`config.mk`:
```
export PLATFORM = sky130hd
export DESIGN_NAME = ssa_accum
export DESIGN_NICKNAME = d
export VERILOG_FILES = /design/src/rtl/ssa_pkg.sv /design/src/rtl/ssa_accum.sv
export SDC_FILE = /design/constraint.sdc
export NUM_CORES = 1
export LEC_CHECK = 0
export ABC_AREA = 1
export BUFFER_PORTS_ARGS = -buffer_cell sky130_fd_sc_hd__buf_2
export CAP_MARGIN = 15
export CORE_MARGIN = 3
export CORE_UTILIZATION = 45
export DETAILED_ROUTE_END_ITERATION = 7
export PLACE_DENSITY = 0.66
export SLEW_MARGIN = 20
export SYNTH_ARGS = -nofsm -noshare
export SYNTH_HDL_FRONTEND = slang
export SYNTH_SLANG_ARGS = --single-unit
```
`constraint.sdc`:
```
create_clock -name clk -period 4.1 [get_ports clk]
set_input_delay 0.615 -clock clk [delete_from_list [all_inputs] [get_ports clk]]
set_output_delay 0.615 -clock clk [all_outputs]
set_load 0.05 [all_outputs]
```
`src/rtl/ssa_pkg.sv`:
```
// Shared types, constants and helper functions of the stats slot allocator.
package ssa_pkg;

  // Counter width and the reach of the 7-bit slot field
  localparam int CNT_W      = 64;
  localparam int SLOT_IN_W  = 7;
  localparam int ADDR_LIMIT = 128;

  // Bitmap scan word
  localparam int WORD_W     = 32;
  localparam int BITPOS_W   = $clog2(WORD_W);

  // Stream payload widths
  localparam int IN_DATA_W  = 200;
  localparam int OUT_DATA_W = 200;
  localparam int CMD_W      = 2;

  typedef enum logic [CMD_W-1:0] {
    CMD_ACQUIRE   = 2'd0,
    CMD_UPDATE    = 2'd1,
    CMD_RELEASE   = 2'd2,
    CMD_AGGREGATE = 2'd3
  } cmd_t;

  // Three counters of one slot
  typedef struct packed {
    logic [CNT_W-1:0] failed;
    logic [CNT_W-1:0] success;
    logic [CNT_W-1:0] total;
  } counters_t;

  // Control of the shared accumulate unit
  typedef struct packed {
    logic load_acc;  // copy historical totals into the accumulator
    logic add_acc;   // accumulator += read counters
    logic add_hist;  // historical totals += read counters
  } acc_ctrl_t;

  // Position of the lowest set bit of one scan word
  function automatic logic [BITPOS_W-1:0] lowest_set(input logic [WORD_W-1:0] v);
    logic [BITPOS_W-1:0] idx;
    idx = '0;
    for (int i = WORD_W - 1; i >= 0; i--) begin
      if (v[i]) idx = BITPOS_W'(i);
    end
    return idx;
  endfunction

endpackage

```
`src/rtl/ssa_accum.sv`:
```
// Shared 64-bit accumulate unit with the historical totals and the aggregate sum.
module ssa_accum
  import ssa_pkg::*;
(
  input  logic      clk,
  input  logic      rst,
  input  acc_ctrl_t ctrl,
  input  counters_t data,
  output counters_t acc
);

  counters_t hist;
  counters_t base;
  counters_t sum;

  // One adder per counter, shared by release and aggregate
  always_comb begin
    base        = ctrl.add_hist ? hist : acc;
    sum.total   = base.total + data.total;
    sum.success = base.success + data.success;
    sum.failed  = base.failed + data.failed;
  end

  // Historical totals
  always_ff @(posedge clk) begin
    if (rst) begin
      hist <= '0;
    end else if (ctrl.add_hist) begin
      hist <= sum;
    end
  end

  // Aggregate accumulator
  always_ff @(posedge clk) begin
    if (ctrl.load_acc) begin
      acc <= hist;
    end else if (ctrl.add_acc) begin
      acc <= sum;
    end
  end

endmodule

```
==> results of run 1 <==
-- sequential cells by signal, indices dropped and copies added, names as in the netlist --
register / flops
acc: 192
hist: 192
-- where the power goes --
part | switching, mW | internal (mW) | total [mW]
clock | 1.85 | 2.74 | 4.59
combinational | 7.30 | 2.82 | 10.1
sequential | 0.472 | 4.96 | 5.43
-- cell type report --
type / count / area share (%)
Multi-Input combinational cell: 4262 / 49.4
Inverter: 1417 / 13.2
Sequential cell: 384 / 23.8
Clock buffer: 60 / 3.29
Antenna cell: 6 / 0.0372
Timing Repair Buffer: 431 / 6.20
Clock inverter: 29 / 0.876
Tap cell: 1040 / 3.22
-- routing by layer --
| metal | share of wire, % | wire length (um) | vias up |
|---|---|---|---|
| met1 | 45 | 57800 | 16600 |
| met5 | 0.057 | 73 | - |
| met4 | 2.7 | 3490 | 10 |
| met3 | 7.9 | 10000 | 180 |
| met2 | 44 | 55900 | 1186 |
| li1 | - | - | 19500 |
-- cell families (layout without fill, tap and decap cells) --
group                    Yosys count  after routing
AO/OA/AOI/OAI                    701            701
flip-flops                       384            384
adder cells (fa/ha/maj)          192            192
AND/OR/NAND/NOR                 3282           3282
buffers and inverters           1568           1937
XOR/XNOR                          87             87
other                              0              6
-- critical path: stages --
cell	delay (ns)
buf_6	0.11
inv_8	0.25
buf_12	0.29
buf_4	0.25
o21ai_0	0.11
ha_1	0.37
nand2_1	0.15
inv_1	0.08
a21oi_1	0.19
inv_1	0.08
nor2_1	0.19
nand2_1	0.08
a21oi_1	0.36
nand3_1	0.13
nand3_1	0.10
o21ai_1	0.08
-- how the worst max path moves through the flow --
stage	from	to	slack (ns)	cells after the start
floorplan	ctrl[2]	acc[0]	0.23	3
global placement	ctrl[0]	acc[122]	0.30	17
detailed placement	ctrl[0]	acc[122]	0.31	17
CTS	ctrl[0]	acc[122]	0.96	17
global route	ctrl[0]	acc[59]	0.63	17
finish	ctrl[0]	acc[59]	0.87	16
-- layout by cell type, fill, tap and decap left out, types with 30 or more instances in the layout --
cell and count:
a21oi_1 309, buf_2 385, clkbuf_16 49, dfxtp_1 192, edfxtp_1 192, ha_1 189, inv_1 1382, inv_2 31
nand2_1 2526, nand2_2 30, nand3_1 320, nor2_1 289, nor2_2 34, o21ai_0 327, o21ai_1 32, xnor2_1 44
xor2_1 43
==> flow_metrics.env, run 1 <==
export IMPL_status="completed"
export IMPL_fp_coreArea_sq_um=77700
export IMPL_slew_violations=0
export IMPL_synth_commonest_cells="nand2_1 (2,526), inv_1 (1,382), o21ai_0 (327), nand3_1 (320), a21oi_1 (309)"
export IMPL_dieArea_sq_um=82200
export IMPL_drt_iter0_drc=2834
export IMPL_synth_edf_count=192
export IMPL_cts_setup_buffers=0
export IMPL_cp_data_required_time_ns=4.43
export IMPL_yosys_warnings=0
export IMPL_dpl_cell_area_sq_um=38700
export IMPL_synth_area_leaders="nand2_1 (27%), edfxtp_1 (16%), inv_1 (15%)"
export IMPL_drv_cap=0
export IMPL_ys_ff_latch=384
export IMPL_area_delta_synth_final_pct=13.9
export IMPL_endpoint_kind="flip-flop"
export IMPL_ff2ff_path_depth=16
export IMPL_cts_hold_repair_buffers=0
export IMPL_dieWidth_um=287
export IMPL_use_met1_pct=41.5
export IMPL_initial_core_util_pct=45.6
export IMPL_finalCritPeriodShare_pct=78.9
export IMPL_cp_start_kind="primary input"
export IMPL_tns_ns=0
export IMPL_grt_first_pass_wirelength_mm=194
export IMPL_final_hold_violation_count=0
export IMPL_syn_nets=6603
export IMPL_clock_sinks=384
export IMPL_std_cell_rows=102
export IMPL_wl_per_cell_um=16.7
export IMPL_worstPathArrival_ns=3.56
export IMPL_yosysSeqAreaShare_pct=27.1
export IMPL_min_to="acc[0]"
export IMPL_cts_root_buf="clkbuf_16"
export IMPL_final_area_sq_um=40400
export IMPL_max_clock_path_buffers=3
export IMPL_synth_top_family_by_area="simple AND/OR/NAND/NOR gates"
export IMPL_ctsResizeCount=0
export IMPL_hold_depth=4
export IMPL_nets=6934
export IMPL_max_slew_margin_pct=39.1
export IMPL_peakVddDrop_v=0.000350
export IMPL_fin_util_pct=52.0
export IMPL_io_buffers=388
export IMPL_p_leak_nw=23.9
export IMPL_setup_violations=0
export IMPL_via_per_inst=4.91
export IMPL_hp_start="data[0]"
export IMPL_pre_cts_ws_ns=0.306
export IMPL_yosys_area_share_simple_pct=37.3
export IMPL_fmax_mhz=309
export IMPL_grt_max_degree=123
export IMPL_use_met2_pct=48.5
export IMPL_synthCells=6214
export IMPL_drt_drc_violations_left=0
export IMPL_wl_mm=127
export IMPL_busiest_layer="met2"
export IMPL_multi_input_area_sq_um=20000
export IMPL_rr_startpoint="acc[64]"
export IMPL_reg2reg_to="acc[118]"
export IMPL_synthMostInstantiatedCell="nand2_1"
export IMPL_cts_clk_slew_worst_paths_ns=0.06
export IMPL_power_density_nw_per_um2=499
export IMPL_grt_pass1_vias=34300
export IMPL_yosys_area_top_type="nand2_1"
export IMPL_total_power_mw=20.1
export IMPL_drt_pass1_iter_count=7
export IMPL_r2r_setup_slack_ns=1.04
export IMPL_antenna_found_initial=11
export IMPL_use_met3_pct=5.37
export IMPL_cts_tree="built"
export IMPL_gr_total_overflow=0
export IMPL_cts_buffers=49
export IMPL_num_vias=37400
export IMPL_fin_ws_ns=0.867
export IMPL_fin_cells=7629
export IMPL_min_period_ns=3.23
export IMPL_ctsHtreeMaxLevel=2
export IMPL_synth_async_sr_flop_share_pct=0
export IMPL_hpwl_mm=103
export IMPL_clock_latency_ns=0.61
export IMPL_synth_mux_area_share_pct=0
export IMPL_synth_cell_types=30
export IMPL_avgSynthCellArea_sq_um=5.71
export IMPL_dp_cells=7534
export IMPL_grt_setup_unrepaired="false"
export IMPL_synthAdderAreaFrac_pct=6.84
export IMPL_cp_max_fo=67
export IMPL_drive_above_1_share_pct=9.75
export IMPL_ios=389
export IMPL_synth_compound_area_share_pct=10.0
export IMPL_synth_ff_type="edfxtp_1"
export IMPL_netlist_area_sq_um=35500
export IMPL_grt_use_total_pct=30.1
export IMPL_fin_worst_skew_ns=0.0137
export IMPL_fillCellCount=8352
export IMPL_synth_top_area_share_pct=26.7
export IMPL_whs_ns=0.448
export IMPL_min_path_type="in -> reg"
export IMPL_seqCellArea_sq_um=9610
export IMPL_dieHeight_um=287
export IMPL_path_class="in -> reg"
export IMPL_routabilityCongestion=1.03
export IMPL_ant_nets=0
export IMPL_tightest_slew_ns=0.913
export IMPL_synth_xor_area_share_pct=2.15
Note: power is estimated with default switching activity, not from simulation.
==> run 2, diff against run 1 <==
- PLACE_DENSITY: 0.66 -> unset
- clock period: 4.1 -> 3.1 ns (I/O delays scaled with it)
==> run 2 against run 1 <==
Wire length increased by 0.72%. Clock power grew 26%. Critical path depth down 4. Critical endpoint is now acc[186]. Cell area rose by 8.6%. Critical path type is now reg -> reg.
==> flow_metrics.env, run 2 (synthesized netlist as in run 1, its figures left out) <==
export IMPL_cts_clk_slew_worst_paths_ns=0.06
export IMPL_wl_mm=128
export IMPL_layout_commonest_cell="nand2_1"
export IMPL_grt_max_degree=93
export IMPL_max_clock_path_buffers=3
export IMPL_clock_latency_ns=0.61
export IMPL_hpwl_mm=105
export IMPL_grt_pass1_vias=35900
export IMPL_power_density_nw_per_um2=639
export IMPL_startpoint="acc[180]"
export IMPL_grt_first_pass_wirelength_mm=198
export IMPL_hp_start="data[0]"
export IMPL_nets=7394
export IMPL_top_regs="acc: 192 flops, hist: 192 flops"
export IMPL_min_period_ns=2.85
export IMPL_peakVddDrop_v=0.000617
export IMPL_cts_root_buf="clkbuf_16"
export IMPL_drv_cap=0
export IMPL_cts_tree="built"
export IMPL_rr_startpoint="acc[180]"
export IMPL_tns_ns=0
export IMPL_area_delta_synth_final_pct=23.7
export IMPL_via_per_inst=4.83
export IMPL_final_cell_mix="nand2_1 (2,526), inv_1 (1,382), buf_4 (481), buf_2 (385), o21ai_0 (327)"
export IMPL_num_vias=39100
export IMPL_cp_max_fo=4
export IMPL_routabilityCongestion=1.06
export IMPL_ios=389
export IMPL_dieHeight_um=287
export IMPL_max_slew_margin_pct=47.8
export IMPL_grt_use_total_pct=30.4
export IMPL_grt_setup_unrepaired="false"
export IMPL_endpoint_kind="flip-flop"
export IMPL_path_class="reg -> reg"
export IMPL_dieArea_sq_um=82200
export IMPL_finalCritPeriodShare_pct=91.9
export IMPL_drive_above_1_share_pct=15.7
export IMPL_final_hold_violation_count=0
export IMPL_wl_per_cell_um=15.8
export IMPL_std_cell_rows=102
export IMPL_io_buffers=388
export IMPL_clock_sinks=384
export IMPL_dieWidth_um=287
export IMPL_antenna_found_initial=11
export IMPL_drt_iter0_drc=2950
export IMPL_fin_worst_skew_ns=0.0316
export IMPL_cp_data_required_time_ns=3.44
export IMPL_drt_pass1_iter_count=6
export IMPL_whs_ns=0.306
export IMPL_tightest_slew_ns=0.782
export IMPL_p_leak_nw=26.1
export IMPL_cts_hold_repair_buffers=0
export IMPL_cp_start_kind="flip-flop"
export IMPL_drt_drc_violations_left=0
export IMPL_setup_violations=0
export IMPL_gr_total_overflow=0
export IMPL_initial_core_util_pct=45.6
export IMPL_cts_buffers=48
export IMPL_fmax_mhz=351
export IMPL_status="completed"
export IMPL_ctsHtreeMaxLevel=2
export IMPL_worstPathArrival_ns=3.18
export IMPL_slew_violations=0
export IMPL_ant_nets=0
export IMPL_min_path_type="in -> reg"
export IMPL_fp_coreArea_sq_um=77700
run 2: final timing paths:
check                           slack (ns)       end  cells past startpoint
worst min-delay path                  0.31    acc[0]                      4
worst min register to register        0.48  hist[64]                      2
worst max-delay path                  0.25  acc[186]                     12
worst max register to register        0.25  acc[186]                     12
run 2: through the flow:
step | instances | worst slack [ns] | total power [mW] | instance area [sq um] | utilization [%]
final | 8089 | 0.251 | 28.0 | 43900 | 56.5
after floorplan | 6214 | 0.145 | 16.7 | 35500 | -
after CTS | 8084 | 0.230 | 28.1 | 43900 | 56.4
after global routing | 8085 | 0.0183 | 30.0 | 43900 | 56.4
after detailed placement | 7994 | -0.244 | 22.2 | 42200 | 54.3
after global placement | 7994 | -0.205 | 22.1 | 42200 | 54.3
run 2: final cells by class:
class | count | area (sq um)
Antenna cell | 4 | 10.0
Clock buffer | 75 | 1510
Clock inverter | 15 | 120
Fill cell | 8173 | 33800
Inverter | 1417 | 5330
Multi-Input combinational cell | 4262 | 20000
Sequential cell | 384 | 9610
Tap cell | 1040 | 1300
Timing Repair Buffer | 892 | 6040
run 2: critical path, cell delays in order, from the launching register on:
cell and delay, ns:
edfxtp_1 0.56, nand2_1 0.12, o21ai_0 0.17, ha_1 0.48, nand2_1 0.16, nor3_1 0.36, nand2_1 0.13, nor2_1 0.11
nand2_1 0.18, nand2_1 0.13, nand2_1 0.05, nand3_1 0.06, o21ai_1 0.07
run 2: routing by layer:
layer	track usage [%]	up-vias	share of wire [%]
met3	4.54	163	7.2
met5	0	-	0.038
met1	43.7	17400	47
li1	-	20400	-
met4	8.01	8	2.6
met2	47.6	1157	43
run 2: timing repair:
| action | in CTS | in global routing |
|---|---|---|
| hold endpoints to repair | 0 | 0 |
| buffers inserted | 0 | 1 |
| resized for setup | 0 | 1 |
| endpoints found under the setup margin | 0 | 2 |
run 2: report_power, final:
| part | total [mW] | leakage (nW) | internal, mW | switching, mW |
|---|---|---|---|---|
| Clock | 5.78 | 0.806 | 3.41 | 2.37 |
| Combinational | 15.0 | 21.7 | 5.12 | 9.91 |
| Sequential | 7.23 | 3.63 | 6.56 | 0.670 |
| Total | 28.0 | 26.1 | 15.1 | 13.0 |
